### config.mk
export PLATFORM = sky130hd
export DESIGN_NAME = lrm_fifo
export DESIGN_NICKNAME = d
export VERILOG_FILES = /design/src/rtl/lrm_pkg.sv /design/src/rtl/lrm_fifo.sv
export SDC_FILE = /design/constraint.sdc
export NUM_CORES = 2
export LEC_CHECK = 0
export ABC_AREA = 1
export ABC_CLOCK_PERIOD_IN_PS = 41500
export BUFFER_PORTS_ARGS = -buffer_cell sky130_fd_sc_hd__buf_2
export CORE_UTILIZATION = 35
export CTS_CLUSTER_DIAMETER = 200
export DETAILED_ROUTE_END_ITERATION = 8
export PLACE_DENSITY_LB_ADDON = 0.15
export SKIP_LAST_GASP = 1
export SYNTH_ARGS = -nofsm -noshare
export SYNTH_HDL_FRONTEND = slang
export SYNTH_SLANG_ARGS = --single-unit
### constraint.sdc
create_clock -name clk -period 41.5 [get_ports clk]
set_clock_uncertainty 0.1 [all_clocks]
set_input_delay 8.3 -clock clk [delete_from_list [all_inputs] [get_ports clk]]
set_output_delay 8.3 -clock clk [all_outputs]
set_load 0.02 [all_outputs]
### src/rtl/lrm_pkg.sv
`default_nettype none
// ----------------------------------------------------------------------------
// Link traffic rate meter: shared definitions
// Request codes, field widths, record types and the constants of the three
// low-pass time constants used by the rate meter.
// ----------------------------------------------------------------------------
package lrm_pkg;

  localparam int CNT_W   = 32;
  localparam int LEN_W   = 11;
  localparam int REQ_W   = 3;
  localparam int IDX_W   = 2;
  localparam int MAX_INTERVALS     = 3;
  localparam int NUM_INTERVALS_DEF = 3;
  localparam int FIFO_DEPTH_DEF    = 8;

  localparam logic [CNT_W-1:0] HEADER_BYTES = 32'd14;
  localparam logic [CNT_W-1:0] FRAME_SCALE  = 32'd1000;

  // Each time constant is an odd divisor times a power of two. The magnitude
  // is shifted first, then divided by the odd part through a reciprocal.
  localparam int MAG_W    = 29;
  localparam int RECIP_W  = 26;
  localparam int RECIP_SH = 32;
  localparam int QUO_W    = MAG_W + RECIP_W - RECIP_SH;
  localparam int ODD_W    = 11;
  localparam int SHIFT_W  = 3;

  typedef enum logic [REQ_W-1:0] {
    REQ_SENT  = 3'd0,
    REQ_FAIL  = 3'd1,
    REQ_RECV  = 3'd2,
    REQ_TICK  = 3'd3,
    REQ_CLEAR = 3'd4
  } req_t;

  typedef logic [IDX_W-1:0] slot_t;

  localparam slot_t LAST_SLOT = slot_t'(MAX_INTERVALS - 1);

  typedef struct packed {
    logic [CNT_W-1:0] sent_frames;
    logic [CNT_W-1:0] recv_frames;
    logic [CNT_W-1:0] send_failures;
    logic [CNT_W-1:0] sent_bytes;
    logic [CNT_W-1:0] recv_bytes;
  } totals_t;

  typedef struct packed {
    logic [CNT_W-1:0] sent_frame;
    logic [CNT_W-1:0] recv_frame;
    logic [CNT_W-1:0] sent_byte;
    logic [CNT_W-1:0] recv_byte;
  } qty_t;

  typedef struct packed {
    logic  vld;
    slot_t idx;
  } stage_t;

  typedef struct packed {
    stage_t s0;
    stage_t s1;
    stage_t s2;
  } lane_ctl_t;

  typedef struct packed {
    slot_t   idx;
    qty_t    rates;
    totals_t totals;
    logic    last;
  } result_t;

  // 1000 = 125 << 3, 3000 = 375 << 3, 60000 = 1875 << 5.
  function automatic logic [SHIFT_W-1:0] tau_shift(input slot_t idx);
    logic [SHIFT_W-1:0] sh;
    case (idx)
      2'd2:    sh = 3'd5;
      default: sh = 3'd3;
    endcase
    return sh;
  endfunction

  function automatic logic [ODD_W-1:0] tau_odd(input slot_t idx);
    logic [ODD_W-1:0] d;
    case (idx)
      2'd1:    d = 11'd375;
      2'd2:    d = 11'd1875;
      default: d = 11'd125;
    endcase
    return d;
  endfunction

  // floor(2^32 / odd part); the estimate is at most one below the quotient.
  function automatic logic [RECIP_W-1:0] tau_recip(input slot_t idx);
    logic [RECIP_W-1:0] m;
    case (idx)
      2'd1:    m = 26'd11453246;
      2'd2:    m = 26'd2290649;
      default: m = 26'd34359738;
    endcase
    return m;
  endfunction

endpackage
`default_nettype wire

### src/rtl/lrm_fifo.sv
`default_nettype none
// ----------------------------------------------------------------------------
// Link traffic rate meter: result queue
// Small first-in first-out store of finished result words, read at its head.
// ----------------------------------------------------------------------------
module lrm_fifo #(
  parameter int DEPTH = lrm_pkg::FIFO_DEPTH_DEF
) (
  input  wire logic             clk,
  input  wire logic             rst_n,
  input  wire logic             push,
  input  wire lrm_pkg::result_t wdata,
  input  wire logic             pop,
  output lrm_pkg::result_t      rdata,
  output logic                  not_empty
);
  import lrm_pkg::*;

  localparam int PTR_W  = $clog2(DEPTH);
  localparam int FILL_W = $clog2(DEPTH + 1);
  localparam logic [PTR_W-1:0] PTR_LAST = PTR_W'(DEPTH - 1);

  result_t           mem [DEPTH];
  logic [PTR_W-1:0]  wr_ptr_r, wr_ptr_nxt, rd_ptr_r, rd_ptr_nxt;
  logic [FILL_W-1:0] fill_r, fill_nxt;

  always_comb begin
    wr_ptr_nxt = wr_ptr_r;
    rd_ptr_nxt = rd_ptr_r;
    fill_nxt   = fill_r;
    if (push) begin
      wr_ptr_nxt = (wr_ptr_r == PTR_LAST) ? '0 : wr_ptr_r + 1'b1;
      fill_nxt   = fill_nxt + 1'b1;
    end
    if (pop) begin
      rd_ptr_nxt = (rd_ptr_r == PTR_LAST) ? '0 : rd_ptr_r + 1'b1;
      fill_nxt   = fill_nxt - 1'b1;
    end
  end

  always_ff @(posedge clk) begin
    if (!rst_n) begin
      wr_ptr_r <= '0;
      rd_ptr_r <= '0;
      fill_r   <= '0;
    end else begin
      wr_ptr_r <= wr_ptr_nxt;
      rd_ptr_r <= rd_ptr_nxt;
      fill_r   <= fill_nxt;
    end
  end

  always_ff @(posedge clk) begin
    if (push) begin
      mem[wr_ptr_r] <= wdata;
    end
  end

  assign rdata     = mem[rd_ptr_r];
  assign not_empty = (fill_r != '0);

endmodule
`default_nettype wire

==> key figures <==
Critical path
  – Flop2flop setup slack: 36.73 ns
  – Reg-to-Reg Start: wr_ptr_r[0]
  – WS Path Type: flop to output pin
  – Crit-path cells: buf_4 > buf_4 > buf_4 > buf_4 > o21ai_0 > o22ai_1 > nand2_1 > nand2_1 > buf_2
  – CP peak stage delay: 0.98 ns
  – Critical path launch point type: flop
  – Most used cell, CP: buf_4
  – CP max stage cell: dfxtp_4
  – CP required: 33.10 ns
  – CP endpoint kind: output pin
  – Worst r2r dst: mem[3][196]
  – Reg2Reg Depth: 6
  – End of the critical path: rdata[256]
  – Crit Path Max Fanout: 94
  – Critical Path AT: 6.25 ns

Layout
  – Fill cell count: 23500
  – Final instance area: 0.104 mm^2
  – Nets: 7469
  – FF+latch area: 0.0702 mm^2
  – Layout area overhead: 16.4%
  – Layout cells sized above 1: 14.2%
  – Area of the multi-input gates: 0.0175 mm^2

Global route
  – Gr usage total: 18.9%
  – Pin count of the biggest net entering global routing: 222
  – Antenna violations before repair: 104
  – Total gr overflow: 0
  – First-pass GRT wire length: 363000 um
  – Vias in the first global route: 53100

Timing
  – Fmax: 0.0682 GHz
  – Worst Max-Slew Pin Slew: 1.33 ns
  – Final Max Slew Viols: 0
  – RSZ-0062 raised after global routing: no
  – Slew headroom: 11.2%
  – Sum Neg Setup Slack: 0 ns
  – Final setup fails: 0
  – Final WS setup: 26.85 ns
  – Final hold vios: 0
  – Min Tclk post-route: 14.65 ns
  – Fin crit share: 35.3%

Synthesis
  – YS warnings: 0
  – Post-Syn Area: 0.0896 mm^2
  – Post-Synthesis Cells: 6661
  – Yosys cell types: 20
  – Flops & latches, synth: 2341
  – Syn_nets: 6963
  – Post-synthesis sequential area ratio: 78.3%
  – Syn avg cell area: 13.5 um^2

Power
  – Pwr Density: 52.7 mW/mm^2
  – VDD IR max: 34.6 uV
  – Leakage: 0.0355 uW

CTS
  – Clock transition at path regs: 0.06 ns
  – Cts bufs inserted: 281
  – Post-CTS setup buffers: 0
  – H-tree levels: 5
  – Post-cts resize count: 0
  – Clk_lat worst skew: 0.87 ns
  – Root buf cell: clkbuf_16
  – Hold Buf Count CTS: 0
  – Clock Path Buffers: 4
  – CTS tree: built
  – Sink Count: 2341

Route
  – Vias: 55700
  – Total routed wirelength: 250000 um
  – Drt drc: 0
  – Pre-antenna DRT Iters: 5
  – 1st-iter DRT viols: 4393
  – Routed Antenna Nets: 0
  – Wire per inst: 23.3 um
  – DR vias/cell: 5.18

Die
  – Die W: 508 um
  – Boundary Pins: 587
  – Die area: 0.258 mm^2
  – Core Area: 0.254 mm^2
  – Std cell rows: 185
  – Die Y: 508 um
  – Initial Utilization: 35.2%

Placement
  – Port bufs: 586
  – Pre-CTS setup slack: 27.74 ns
  – Routability cong.: 0.744
  – Detailed placement HPWL: 127000 um
  – Dpl cell area: 0.0958 mm^2

Job
  – Max cap viols: 0

Min path
  – Worst hold path type: flop to flop

Status
  – Outcome: complete, no violations
-- report_power, final --
| group | leakage, uW | internal [uW] | switching, uW |
|---|---|---|---|
| sequential | 0.0213 | 2670 | 14.2 |
| combinational | 0.0101 | 133 | 387 |
| clock | 0.00415 | 1370 | 924 |
-- how the worst min path moves through the flow --
stage / start / endpoint / depth (start not counted)
after floorplan: rd_ptr_r[0] / flop / 1
after global placement: rd_ptr_r[1] / flop / 2
after detailed placement: rd_ptr_r[1] / flop / 2
after CTS: rd_ptr_r[1] / flop / 2
after global routing: rd_ptr_r[1] / flop / 2
final: rd_ptr_r[1] / flop / 2
-- flip-flops by register name, summed over array words and instances (netlist names), named ones only --
| signal | cells |
|---|---|
| mem | 2328 |
| fill_r | 4 |
| rd_ptr_r | 3 |
| wr_ptr_r | 3 |
-- synthesized netlist by cell type --
| cell type | number | area share, % |
|---|---|---|
| edfxtp_1 | 2328 | 78 |
| nor2_1 | 1179 | 4.9 |
| nand2_1 | 899 | 3.8 |
| o21ai_0 | 701 | 3.9 |
| o22ai_1 | 582 | 4.1 |
| o21ai_1 | 468 | 2.6 |
| clkbuf_1 | 302 | 1.3 |
| buf_2 | 96 | 0.54 |
| buf_1 | 32 | 0.13 |
| buf_4 | 22 | 0.18 |
| inv_1 | 15 | 0.063 |
| dfxtp_1 | 13 | 0.29 |
| a21oi_1 | 7 | 0.039 |
| ha_1 | 7 | 0.098 |
| nand3_1 | 5 | 0.028 |
| a211oi_1 | 1 | 0.0084 |
| buf_6 | 1 | 0.013 |
| clkinv_1 | 1 | 0.0042 |
| inv_2 | 1 | 0.0042 |
| o21a_1 | 1 | 0.0084 |
-- layer usage --
| layer | up-vias | routed length, um | track usage (%) |
|---|---|---|---|
| li1 | 25600 | - | - |
| met1 | 28100 | 112000 | 26.0 |
| met2 | 1430 | 116000 | 29.4 |
| met3 | 490 | 15500 | 4.37 |
| met4 | 62 | 6920 | 6.14 |
| met5 | - | 386 | 0 |
-- worst max-delay path, delay by kind of cell, from the launching register on --
kind / cells / cell delay (ns)
buffers and inverters: 5 / 3.49
flip-flops: 1 / 0.98
AO/OA/AOI/OAI: 2 / 0.40
AND/OR/NAND/NOR: 2 / 0.27
-- cells by family after synthesis --
kind of cell / count (synthesis) / share of synthesized area, %
DFF: 2341 / 78.3
and+or+nand+nor: 2083 / 8.73
AOI/OAI and AO/OA: 1760 / 10.6
buffers and inverters: 470 / 2.20
adders and majority gates: 7 / 0.0977
-- through the flow --
stage | instances | hold WS (ns) | power (uW) | utilization [%]
after global routing | 10700 | 0.418 | 5680 | 41.0
after CTS | 10700 | 0.388 | 5560 | 41.0
after global placement | 10300 | 0.374 | 3250 | 37.6
after detailed placement | 10300 | 0.378 | 3260 | 37.6
after floorplan | 6661 | 0.356 | 3060 | -
final | 10800 | 0.381 | 5490 | 41.0
-- cell usage in the layout, fill, tap and decap left out, types with 14 or more instances in the layout --
cell	count
edfxtp_1	2328
inv_1	14
o21ai_0	701
buf_4	77
clkbuf_1	60
nor2_1	1171
bufinv_16	19
clkinv_1	54
diode_2	34
buf_2	586
clkinv_2	41
o21ai_1	468
o22ai_1	582
clkbuf_16	285
nand2_1	899
-- area by class of cell --
cell class,instances,area share [%]
clock buffer,345,7.05
clock inverter,126,1.04
antenna,34,0.0816
inverter,17,0.0876
sequential,2341,67.3
timing repair buffer,676,3.62
tap,3366,4.04
multi-input combinational,3850,16.8
Note: power is estimated with default switching activity, not from simulation.
