**config.mk**
```make
export PLATFORM = sky130hd
export DESIGN_NAME = lrm_avg_lane
export DESIGN_NICKNAME = d
export VERILOG_FILES = /design/src/rtl/lrm_pkg.sv /design/src/rtl/lrm_avg_lane.sv
export SDC_FILE = /design/constraint.sdc
export NUM_CORES = 2
export LEC_CHECK = 0
export ABC_AREA = 1
export BUFFER_PORTS_ARGS = -buffer_cell sky130_fd_sc_hd__buf_4
export CAP_MARGIN = 20
export CORE_AREA = 2 2 346 348
export DETAILED_ROUTE_END_ITERATION = 10
export DIE_AREA = 0 0 348 350
export SKIP_LAST_GASP = 1
export SLEW_MARGIN = 20
export SYNTH_ARGS = -nofsm -noshare
export SYNTH_HDL_FRONTEND = slang
export SYNTH_SLANG_ARGS = --single-unit
```
**constraint.sdc**
```tcl
create_clock -name clk -period 29.3 [get_ports clk]
set_clock_uncertainty 0.05 [all_clocks]
set_input_delay 5.86 -clock clk [delete_from_list [all_inputs] [get_ports clk]]
set_output_delay 5.86 -clock clk [all_outputs]
set_load 0.02 [all_outputs]
```
**src/rtl/lrm_pkg.sv**
```systemverilog
`default_nettype none
// ----------------------------------------------------------------------------
// Link traffic rate meter: shared definitions
// Request codes, field widths, record types and the constants of the three
// low-pass time constants used by the rate meter.
// ----------------------------------------------------------------------------
package lrm_pkg;

  localparam int CNT_W   = 32;
  localparam int LEN_W   = 11;
  localparam int REQ_W   = 3;
  localparam int IDX_W   = 2;
  localparam int MAX_INTERVALS     = 3;
  localparam int NUM_INTERVALS_DEF = 3;
  localparam int FIFO_DEPTH_DEF    = 8;

  localparam logic [CNT_W-1:0] HEADER_BYTES = 32'd14;
  localparam logic [CNT_W-1:0] FRAME_SCALE  = 32'd1000;

  // Each time constant is an odd divisor times a power of two. The magnitude
  // is shifted first, then divided by the odd part through a reciprocal.
  localparam int MAG_W    = 29;
  localparam int RECIP_W  = 26;
  localparam int RECIP_SH = 32;
  localparam int QUO_W    = MAG_W + RECIP_W - RECIP_SH;
  localparam int ODD_W    = 11;
  localparam int SHIFT_W  = 3;

  typedef enum logic [REQ_W-1:0] {
    REQ_SENT  = 3'd0,
    REQ_FAIL  = 3'd1,
    REQ_RECV  = 3'd2,
    REQ_TICK  = 3'd3,
    REQ_CLEAR = 3'd4
  } req_t;

  typedef logic [IDX_W-1:0] slot_t;

  localparam slot_t LAST_SLOT = slot_t'(MAX_INTERVALS - 1);

  typedef struct packed {
    logic [CNT_W-1:0] sent_frames;
    logic [CNT_W-1:0] recv_frames;
    logic [CNT_W-1:0] send_failures;
    logic [CNT_W-1:0] sent_bytes;
    logic [CNT_W-1:0] recv_bytes;
  } totals_t;

  typedef struct packed {
    logic [CNT_W-1:0] sent_frame;
    logic [CNT_W-1:0] recv_frame;
    logic [CNT_W-1:0] sent_byte;
    logic [CNT_W-1:0] recv_byte;
  } qty_t;

  typedef struct packed {
    logic  vld;
    slot_t idx;
  } stage_t;

  typedef struct packed {
    stage_t s0;
    stage_t s1;
    stage_t s2;
  } lane_ctl_t;

  typedef struct packed {
    slot_t   idx;
    qty_t    rates;
    totals_t totals;
    logic    last;
  } result_t;

  // 1000 = 125 << 3, 3000 = 375 << 3, 60000 = 1875 << 5.
  function automatic logic [SHIFT_W-1:0] tau_shift(input slot_t idx);
    logic [SHIFT_W-1:0] sh;
    case (idx)
      2'd2:    sh = 3'd5;
      default: sh = 3'd3;
    endcase
    return sh;
  endfunction

  function automatic logic [ODD_W-1:0] tau_odd(input slot_t idx);
    logic [ODD_W-1:0] d;
    case (idx)
      2'd1:    d = 11'd375;
      2'd2:    d = 11'd1875;
      default: d = 11'd125;
    endcase
    return d;
  endfunction

  // floor(2^32 / odd part); the estimate is at most one below the quotient.
  function automatic logic [RECIP_W-1:0] tau_recip(input slot_t idx);
    logic [RECIP_W-1:0] m;
    case (idx)
      2'd1:    m = 26'd11453246;
      2'd2:    m = 26'd2290649;
      default: m = 26'd34359738;
    endcase
    return m;
  endfunction

endpackage
`default_nettype wire

```
**src/rtl/lrm_avg_lane.sv**
```systemverilog
`default_nettype none
// ----------------------------------------------------------------------------
// Link traffic rate meter: averaging lane
// Holds the averages of one quantity and updates one of them per slot in a
// three-stage pipeline: difference and magnitude, reciprocal multiply, then
// quotient correction and write-back.
// ----------------------------------------------------------------------------
module lrm_avg_lane (
  input  wire logic                      clk,
  input  wire logic                      rst_n,
  input  wire logic                      clear,
  input  wire lrm_pkg::lane_ctl_t        ctl,
  input  wire logic [lrm_pkg::CNT_W-1:0] x,
  output logic [lrm_pkg::CNT_W-1:0]      avg_new
);
  import lrm_pkg::*;

  logic [CNT_W-1:0]         avg_r [MAX_INTERVALS];
  logic [CNT_W-1:0]         avg_s0, avg_s2;
  logic [CNT_W:0]           diff, mag;
  logic [CNT_W-1:0]         shifted;
  logic [MAG_W-1:0]         a_mag_r, a_mag_nxt, b_mag_r;
  logic                     a_neg_r, a_neg_nxt, b_neg_r;
  logic [MAG_W+RECIP_W-1:0] prod;
  logic [QUO_W-1:0]         b_quo_r, b_quo_nxt, quo;
  logic [ODD_W-1:0]         odd_s2;
  logic [QUO_W+ODD_W-1:0]   back;
  logic [MAG_W-1:0]         rem;
  logic [CNT_W-1:0]         quo_ext, step;

  // Stage 0: exact 33-bit difference, split into sign and magnitude.
  always_comb begin
    avg_s0    = avg_r[ctl.s0.idx];
    diff      = {x[CNT_W-1], x} - {avg_s0[CNT_W-1], avg_s0};
    a_neg_nxt = diff[CNT_W];
    mag       = a_neg_nxt ? (~diff + 1'b1) : diff;
    shifted   = mag[CNT_W-1:0] >> tau_shift(ctl.s0.idx);
    a_mag_nxt = shifted[MAG_W-1:0];
  end

  // Stage 1: quotient estimate from the reciprocal.
  always_comb begin
    prod      = a_mag_r * tau_recip(ctl.s1.idx);
    b_quo_nxt = prod[MAG_W+RECIP_W-1:RECIP_SH];
  end

  // Stage 2: the estimate is low by at most one; fix it, restore the sign
  // (truncation toward zero) and step the average.
  always_comb begin
    odd_s2  = tau_odd(ctl.s2.idx);
    back    = b_quo_r * odd_s2;
    rem     = b_mag_r - back[MAG_W-1:0];
    quo     = b_quo_r + QUO_W'(rem >= {{(MAG_W-ODD_W){1'b0}}, odd_s2});
    quo_ext = {{(CNT_W-QUO_W){1'b0}}, quo};
    step    = b_neg_r ? (~quo_ext + 1'b1) : quo_ext;
    avg_s2  = avg_r[ctl.s2.idx];
    avg_new = avg_s2 + step;
  end

  always_ff @(posedge clk) begin
    a_mag_r <= a_mag_nxt;
    a_neg_r <= a_neg_nxt;
    b_mag_r <= a_mag_r;
    b_neg_r <= a_neg_r;
    b_quo_r <= b_quo_nxt;
  end

  always_ff @(posedge clk) begin
    if (!rst_n || clear) begin
      for (int i = 0; i < MAX_INTERVALS; i++) begin
        avg_r[i] <= '0;
      end
    end else if (ctl.s2.vld) begin
      avg_r[ctl.s2.idx] <= avg_new;
    end
  end

endmodule
`default_nettype wire

```
==> results.sh <==
export IMPL_antenna_found_initial=7
export IMPL_hold_violations=0
export IMPL_netlist_area_um2=40960
export IMPL_status="finished, final reports clean"
export IMPL_dp_cells=6576
export IMPL_worstSetupStartpointType="input port"
export IMPL_vias_per_cell=4.872
export IMPL_gr_usage_all_layers_pct=20.01
export IMPL_period_needed_ns=24.47
export IMPL_gp_congestion=0.9565
export IMPL_fin_cells=6621
export IMPL_critPathLaunch="ctl[0]"
export IMPL_cts_resized=0
export IMPL_areaGrowthSynthToFinish_pct=7.833
export IMPL_final_period_utilization_pct=83.52
export IMPL_synthTopCellsByCount="1328 x inv_1, 832 x nand2_1, 688 x fa_1"
export IMPL_synthDistinctLibCells=57
export IMPL_ys_flop_type="edfxtp_1"
export IMPL_grt_pass1_wl_um=188100
export IMPL_synth_top_cell_area_share_pct=33.63
export IMPL_die_h_um=350
export IMPL_cts_root_buf="clkbuf_16"
export IMPL_h_tree_depth=1
export IMPL_fp_row_count=126
export IMPL_cts_max_path_buffers=3
export IMPL_vias=32260
export IMPL_crit_fanout=60
export IMPL_max_stage_delay_ns=0.63
export IMPL_initial_core_util_pct=34.78
export IMPL_clk_latency_ns=0.60
export IMPL_ys_warn_count=0
export IMPL_io_buffers=73
export IMPL_floorplan_core_area_um2=117800
export IMPL_max_freq_mhz=40.86
export IMPL_post_cts_buffers=0
export IMPL_hpwl_um=103700
export IMPL_drc=0
export IMPL_yosysSeqAreaShare_pct=13.44
export IMPL_worst_slew_pin_slew_ns=1.051
export IMPL_numCtsBuffers=24
export IMPL_async_flop_share_pct=0
export IMPL_cp_end_kind="output port"
export IMPL_synth_area_top_cells="fa_1 34%, ha_1 13%, inv_1 12%"
export IMPL_routed_wirelength_um=120500
export IMPL_syn_nets=6191
export IMPL_synth_most_common_cell="inv_1"
export IMPL_min_delay_path_class="reg2reg"
export IMPL_grt_pass1_vias=32280
export IMPL_hold_buffers=0
export IMPL_drt_first_iter_violations=2513
export IMPL_cp_required_ns=23.39
export IMPL_finalMaxSlewViolations=0
export IMPL_syn_inst=5027
export IMPL_grt_start_max_net_pins=80
export IMPL_die_w_um=348
export IMPL_synth_seq_cells=211
export IMPL_synth_edf_count=128
export IMPL_hold_path_startpoint="a_neg_r"
export IMPL_rsz0062_at_grt="no"
export IMPL_final_nets=6230
export IMPL_worstPathArrival_ns=18.56
export IMPL_wire_per_inst_um=18.19
export IMPL_drive_gt1_share_pct=4.013
export IMPL_dr_pass1_iters=5
export IMPL_worstSetupPathType="in2out"
export IMPL_cts_tree="yes"
export IMPL_ant_nets=0
export IMPL_grt_ovfl_total=0
export IMPL_setup_viol=0
export IMPL_relSlewSlack_pct=29.93
export IMPL_syn_area_per_cell_um2=8.147
export IMPL_r2r_start="b_quo_r[5]"
export IMPL_tns_ns=0
export IMPL_ios=76
export IMPL_die_area_um2=121800
export IMPL_clock_sinks=211
export IMPL_cp_slowest_cell="inv_1"
export IMPL_fin_util_pct=37.50
export IMPL_clkTransAtPathRegs_ns=0.06
export IMPL_yosysTopAreaCell="fa_1"
export IMPL_cap_violations=0
logic make-up after synthesis:
kind of cell             synth area share (%)
AND/OR/NAND/NOR                         16.16
buffers and inverters                   13.15
adder cells (fa/ha/maj)                 46.83
AO/OA/AOI/OAI                           6.956
flip-flops                              13.44
XOR/XNOR                                3.461
area by class of cell:
type                       instances  area (um2)
sequential                       211        5505
tap                             1536        1922
clock buffer                      30       716.9
clock inverter                    14       145.1
fill                           12020       73600
multi-input combinational       3387       30080
timing repair buffer             102       765.7
inverter                        1340        5030
antenna                            1       2.502
per-layer routing:
layer	track usage (%)	wire, um
met5	0	23
met2	33.15	55930
met1	27.77	53630
met4	5.159	3517
met3	2.323	7355
registers in the layout, indices dropped and copies added (netlist names):
name / count
avg_r: 128
b_neg_r: 1
b_quo_r: 23
a_mag_r: 29
a_neg_r: 1
b_mag_r: 29
cells in the final DEF, fill, tap and decap left out, types with 24 or more instances in the layout:
| cell type | instances |
|---|---|
| ha_1 | 431 |
| xor2_1 | 106 |
| nor2_1 | 503 |
| inv_1 | 1328 |
| clkbuf_16 | 27 |
| nand4_1 | 38 |
| a21oi_1 | 191 |
| fa_1 | 688 |
| nor3_1 | 39 |
| o21ai_0 | 170 |
| o22ai_1 | 24 |
| nand2_1 | 832 |
| xnor2_1 | 49 |
| dfxtp_1 | 83 |
| nand3_1 | 127 |
| edfxtp_1 | 128 |
| buf_4 | 102 |
path summary, 6_finish.rpt:
kind / end / slack [ns] / cells past startpoint
min: b_neg_r / 0.28 / 0
max reg2reg: avg_r[3][28] / 18.09 / 48
min reg2reg: b_neg_r / 0.28 / 0
max: avg_new[28] / 4.83 / 52
critical path, delay by kind of cell:
| kind | cells | cell delay (ns) |
|---|---|---|
| xor gates and xnor gates | 4 | 1.14 |
| adders and majority gates | 10 | 4.07 |
| buffers and inverters | 13 | 3.01 |
| AOI/OAI and AO/OA | 4 | 0.87 |
| and+or+nand+nor | 21 | 3.50 |
through the flow:
step           setup WS (ns)  hold slack, ns  area (um2)
6_report               4.828          0.2796       44160
4_1_cts                5.064          0.2802       44160
3_5_place_dp           5.104          0.2657       43300
2_1_floorplan          8.365          0.2596       40960
3_3_place_gp           5.295          0.2660       43300
5_1_grt                4.197          0.2983       44160
Power is not shown: default switching activity piles up to over one toggle a cycle in this logic, so the estimate is an artifact.
