### src/rtl/lrm_pkg.sv
`default_nettype none
// ----------------------------------------------------------------------------
// Link traffic rate meter: shared definitions
// Request codes, field widths, record types and the constants of the three
// low-pass time constants used by the rate meter.
// ----------------------------------------------------------------------------
package lrm_pkg;

  localparam int CNT_W   = 32;
  localparam int LEN_W   = 11;
  localparam int REQ_W   = 3;
  localparam int IDX_W   = 2;
  localparam int MAX_INTERVALS     = 3;
  localparam int NUM_INTERVALS_DEF = 3;
  localparam int FIFO_DEPTH_DEF    = 8;

  localparam logic [CNT_W-1:0] HEADER_BYTES = 32'd14;
  localparam logic [CNT_W-1:0] FRAME_SCALE  = 32'd1000;

  // Each time constant is an odd divisor times a power of two. The magnitude
  // is shifted first, then divided by the odd part through a reciprocal.
  localparam int MAG_W    = 29;
  localparam int RECIP_W  = 26;
  localparam int RECIP_SH = 32;
  localparam int QUO_W    = MAG_W + RECIP_W - RECIP_SH;
  localparam int ODD_W    = 11;
  localparam int SHIFT_W  = 3;

  typedef enum logic [REQ_W-1:0] {
    REQ_SENT  = 3'd0,
    REQ_FAIL  = 3'd1,
    REQ_RECV  = 3'd2,
    REQ_TICK  = 3'd3,
    REQ_CLEAR = 3'd4
  } req_t;

  typedef logic [IDX_W-1:0] slot_t;

  localparam slot_t LAST_SLOT = slot_t'(MAX_INTERVALS - 1);

  typedef struct packed {
    logic [CNT_W-1:0] sent_frames;
    logic [CNT_W-1:0] recv_frames;
    logic [CNT_W-1:0] send_failures;
    logic [CNT_W-1:0] sent_bytes;
    logic [CNT_W-1:0] recv_bytes;
  } totals_t;

  typedef struct packed {
    logic [CNT_W-1:0] sent_frame;
    logic [CNT_W-1:0] recv_frame;
    logic [CNT_W-1:0] sent_byte;
    logic [CNT_W-1:0] recv_byte;
  } qty_t;

  typedef struct packed {
    logic  vld;
    slot_t idx;
  } stage_t;

  typedef struct packed {
    stage_t s0;
    stage_t s1;
    stage_t s2;
  } lane_ctl_t;

  typedef struct packed {
    slot_t   idx;
    qty_t    rates;
    totals_t totals;
    logic    last;
  } result_t;

  // 1000 = 125 << 3, 3000 = 375 << 3, 60000 = 1875 << 5.
  function automatic logic [SHIFT_W-1:0] tau_shift(input slot_t idx);
    logic [SHIFT_W-1:0] sh;
    case (idx)
      2'd2:    sh = 3'd5;
      default: sh = 3'd3;
    endcase
    return sh;
  endfunction

  function automatic logic [ODD_W-1:0] tau_odd(input slot_t idx);
    logic [ODD_W-1:0] d;
    case (idx)
      2'd1:    d = 11'd375;
      2'd2:    d = 11'd1875;
      default: d = 11'd125;
    endcase
    return d;
  endfunction

  // floor(2^32 / odd part); the estimate is at most one below the quotient.
  function automatic logic [RECIP_W-1:0] tau_recip(input slot_t idx);
    logic [RECIP_W-1:0] m;
    case (idx)
      2'd1:    m = 26'd11453246;
      2'd2:    m = 26'd2290649;
      default: m = 26'd34359738;
    endcase
    return m;
  endfunction

endpackage
`default_nettype wire

### src/rtl/lrm_counters.sv
`default_nettype none
// ----------------------------------------------------------------------------
// Link traffic rate meter: event counters
// Keeps the wrapping totals, the totals seen at the last tick, and on a tick
// registers the changes (frame changes scaled) and a snapshot of the totals.
// ----------------------------------------------------------------------------
module lrm_counters (
  input  wire logic                      clk,
  input  wire logic                      rst_n,
  input  wire logic                      acc,
  input  wire logic [lrm_pkg::REQ_W-1:0] req,
  input  wire logic [lrm_pkg::LEN_W-1:0] len,
  output lrm_pkg::totals_t               snap,
  output lrm_pkg::qty_t                  x
);
  import lrm_pkg::*;

  totals_t          tot_r, tot_nxt;
  qty_t             prev_r, prev_nxt;
  totals_t          snap_r, snap_nxt;
  qty_t             x_r, x_nxt;
  logic [CNT_W-1:0] len_ext;

  assign len_ext = {{(CNT_W-LEN_W){1'b0}}, len};

  always_comb begin
    tot_nxt  = tot_r;
    prev_nxt = prev_r;
    snap_nxt = snap_r;
    x_nxt    = x_r;
    if (acc) begin
      case (req)
        REQ_SENT: begin
          tot_nxt.sent_frames = tot_r.sent_frames + 1'b1;
          tot_nxt.sent_bytes  = tot_r.sent_bytes + len_ext + HEADER_BYTES;
        end
        REQ_FAIL: begin
          tot_nxt.send_failures = tot_r.send_failures + 1'b1;
        end
        REQ_RECV: begin
          // A zero length means nothing arrived.
          if (len != '0) begin
            tot_nxt.recv_frames = tot_r.recv_frames + 1'b1;
            tot_nxt.recv_bytes  = tot_r.recv_bytes + len_ext;
          end
        end
        REQ_TICK: begin
          x_nxt.sent_frame = (tot_r.sent_frames - prev_r.sent_frame) * FRAME_SCALE;
          x_nxt.recv_frame = (tot_r.recv_frames - prev_r.recv_frame) * FRAME_SCALE;
          x_nxt.sent_byte  = tot_r.sent_bytes - prev_r.sent_byte;
          x_nxt.recv_byte  = tot_r.recv_bytes - prev_r.recv_byte;
          prev_nxt.sent_frame = tot_r.sent_frames;
          prev_nxt.recv_frame = tot_r.recv_frames;
          prev_nxt.sent_byte  = tot_r.sent_bytes;
          prev_nxt.recv_byte  = tot_r.recv_bytes;
          snap_nxt = tot_r;
        end
        REQ_CLEAR: begin
          tot_nxt  = '0;
          prev_nxt = '0;
        end
        default: ;
      endcase
    end
  end

  always_ff @(posedge clk) begin
    if (!rst_n) begin
      tot_r  <= '0;
      prev_r <= '0;
    end else begin
      tot_r  <= tot_nxt;
      prev_r <= prev_nxt;
    end
  end

  always_ff @(posedge clk) begin
    snap_r <= snap_nxt;
    x_r    <= x_nxt;
  end

  assign snap = snap_r;
  assign x    = x_r;

endmodule
`default_nettype wire

### config.mk
export PLATFORM = sky130hd
export DESIGN_NAME = lrm_counters
export DESIGN_NICKNAME = d
export VERILOG_FILES = /design/src/rtl/lrm_pkg.sv /design/src/rtl/lrm_counters.sv
export SDC_FILE = /design/constraint.sdc
export NUM_CORES = 2
export LEC_CHECK = 0
export BUFFER_PORTS_ARGS = -buffer_cell sky130_fd_sc_hd__buf_2
export CORE_ASPECT_RATIO = 1.75
export CORE_MARGIN = 4
export CORE_UTILIZATION = 30
export CTS_CLUSTER_DIAMETER = 150
export DETAILED_ROUTE_END_ITERATION = 8
export GPL_TIMING_DRIVEN = 0
export PLACE_DENSITY = 0.54
export SKIP_CTS_REPAIR_TIMING = 1
export SLEW_MARGIN = 20
export SYNTH_ARGS = -nofsm -noshare
export SYNTH_HDL_FRONTEND = slang
export SYNTH_SLANG_ARGS = --single-unit
### constraint.sdc
create_clock -name clk -period 15.7 [get_ports clk]
set_input_delay 0.785 -clock clk [delete_from_list [all_inputs] [get_ports clk]]
set_output_delay 0.785 -clock clk [all_outputs]
set_load 0.1 [all_outputs]
==> impl_metrics.toml <==
[flow_run]
cap_viol_max_count = 0

[worst_setup_path]
path_class = "reg -> reg"
cpMaxStageDelayCell = "xnor2_1"
critPathMaxFanout = 8
startpoint_type = "flip-flop"
cp.required_ps = 16100
cpMostUsedCell = "fa_1"
critPathArrivalTime_ps = 8230
max_stage_delay_ps = 700
end_kind = "flip-flop"

[placed_design]
place_congestion = 0.850
port_buffers = 297
place_area_um2 = 38600
dp_cells = 5353
pre_cts_ws_ps = 7780
hpwl_um = 76600

[clock_tree]
cts_root_buf = "clkbuf_16"
clk_pin_slew_worst_paths_ps = 70
clock_sinks = 564
cts_buffers = 59
clock_latency_ps = 650
h-tree-depth = 2
cts.path.max_buffers = 3
cts_tree = "yes"

[timing]
period_needed_ps = 7830
finalSetupTns_ps = 0
finalCritPeriodShare_pct = 49.9
hold_viol_final = 0
setup_ws_ps = 7870
fin_worst_skew_ps = 16.1
relSlewSlack_pct = 27.6
rsz0062_at_grt = "false"
max_freq_ghz = 0.128
tightestPinTransition_ps = 1090
fin_hold_ws_ps = 453
drv_slew = 0
setup_viol = 0

[synthesis]
synthArstFlopShare_pct = 0
netlist_instances = 3541
ys_seq_area_share_pct = 40.3
syn_area_um2 = 35000
synth-edff-count = 282
synthDistinctLibCells = 88
ys.flop_type = "edfxtp_1"
synth.avg_cell_area_um2 = 9.88
ys_ff_latch = 564
yosys_warnings = 0

[route]
routedWlPerCell_um = 17.9
via_count = 25967
first_iter_violations = 1278
wl_um = 97600
drtAntennaViolNets = 0
post_drt_via_cell_ratio = 4.75
drc = 0
dr.pass1.iters = 5

[cells_and_area]
layout.nets = 4336
area_growth_pct = 16.1
multi_input_area_um2 = 18900
postLayoutCellArea_um2 = 40600
nFillCells = 11814
fin_cells = 5467
drive_gt1_share_pct = 11.6
regArea_um2 = 14100

[floorplanning]
fp.dieW_um = 266
dieHeight_um = 460
rows = 165
die_area_um2 = 122000
placeableCoreArea_um2 = 116000
num_io_pins = 305
start_util_pct = 30.3

[worst_hold_path]
hold_path.class = "reg -> reg"

[power]
ir_drop_mv = 0.0833
power.density_nw_per_um2 = 84.7
p_leak_uw = 0.0167

[global_route]
grt_first_pass_wirelength_um = 152000
grt_max_degree = 57
antenna_found_initial = 4
grt_overflow = 0
grt_usage_pct = 15.8
grt_pass1_vias = 26557

[status]
outcome = "finished clean"
-- metal layers --
metal  global-route usage (%)  wire length (µm)  vias up
met5                        0                 0        -
met4                     5.82              3740        0
met3                     2.30              4140      148
met2                     28.9             49600      516
met1                     18.7             40100    12434
li1                         -                 -    12869
-- through the flow --
step / utilization [%] / power [µW]
after CTS: 35.1 / 3510
after global placement: 33.2 / 1970
after floorplan: - / 1870
after detailed placement: 33.4 / 1970
final: 35.1 / 3440
after global routing: 35.1 / 3590
-- cells by family after synthesis --
logic type      after synthesis  synth area share (%)
compound gates              706                  13.4
xor+xnor                    320                  8.26
fa+ha+maj                   420                  18.4
buf+inv                     531                  5.79
flops                       564                  40.3
mux                          11                 0.318
other cells                   1                0.0107
simple gates                988                  13.5
-- flip-flops by register name, summed over array words and instances, names as in the netlist --
register and flops:
x 122, tot_r 160, snap 160, prev_r 122
-- worst max-delay path, delay by kind of cell (launching register included) --
kind	cells	cell delay, ps
AND/OR/NAND/NOR	7	1520
AO/OA/AOI/OAI	9	1650
buffers and inverters	3	270
XOR/XNOR	3	1000
flip-flops	1	670
adder cells (fa/ha/maj)	6	2470
-- final timing paths --
kind               from        to  slack [ps]  depth (start not counted)
max reg2reg  tot_r[128]    x[123]        7870                         28
min           tot_r[95]  snap[95]         450                          0
max          tot_r[128]    x[123]        7870                         28
min reg2reg   tot_r[95]  snap[95]         450                          0
-- report_power, final --
part	switching (µW)	total, µW	internal, µW
combinational	249	357	108
clock	660	1510	848
sequential	9.91	1570	1560
total	919	3440	2520
-- Yosys cell counts (5+ instances only) --
cell	count	share of area, %
nand3_1	200	2.9
nor2b_1	53	0.95
a211oi_1	17	0.36
a221oi_1	6	0.15
a21oi_1	188	2.7
o21ai_0	102	1.5
a21o_1	75	1.6
o21bai_1	32	0.69
o21ai_1	9	0.13
clkbuf_1	80	0.86
nand4_1	28	0.50
a21boi_0	132	2.8
a22oi_1	22	0.47
fa_1	161	9.2
edfxtp_1	282	24
o31ai_1	8	0.17
a41oi_1	5	0.13
and2_1	11	0.20
a31o_2	7	0.18
buf_1	14	0.15
mux2i_1	10	0.29
dfxtp_1	282	16
and4_1	11	0.28
or3_1	20	0.36
a2111oi_0	5	0.13
maj3_1	12	0.34
nor2_1	201	2.2
nor4_1	9	0.16
nand2_1	301	3.2
xnor2_1	180	4.5
and3_1	40	0.72
xor2_1	131	3.3
o21a_1	29	0.62
xnor2_2	6	0.28
or4_1	7	0.15
or2_2	6	0.11
a31oi_1	11	0.20
buf_4	6	0.13
o211ai_1	15	0.32
nand2b_1	41	0.73
nor3_1	42	0.60
ha_1	247	8.8
inv_1	427	4.6
-- layout by cell type (no fill, tap or decap), types with 17 or more instances in the layout --
cell type,netlist,layout
o21bai_1,32,32
a21oi_1,188,188
and3_1,40,40
clkbuf_1,80,83
o21a_1,29,29
ha_1,247,247
nor2_1,201,201
a22oi_1,22,22
nand3_1,200,200
edfxtp_1,282,282
o21ai_0,102,102
dfxtp_1,282,282
nor3_1,42,42
clkbuf_16,0,62
fa_1,161,161
nand2_1,301,301
nand4_1,28,28
a21boi_0,132,132
or3_1,20,20
xnor2_1,180,180
nand2b_1,41,41
a211oi_1,17,17
nor2b_1,53,53
xor2_1,131,131
inv_1,427,427
a21o_1,75,75
buf_2,1,299
-- cell type report --
type / instances / area share (%)
Clock buffer: 70 / 3.92
Multi-Input combinational cell: 2451 / 46.5
Tap cell: 1503 / 4.63
Clock inverter: 42 / 1.12
Sequential cell: 564 / 34.8
Timing Repair Buffer: 304 / 4.06
Inverter: 429 / 3.97
Buffer: 102 / 1.04
Antenna cell: 2 / 0.0123
No activity file was read; power rests on OpenSTA's default activity.
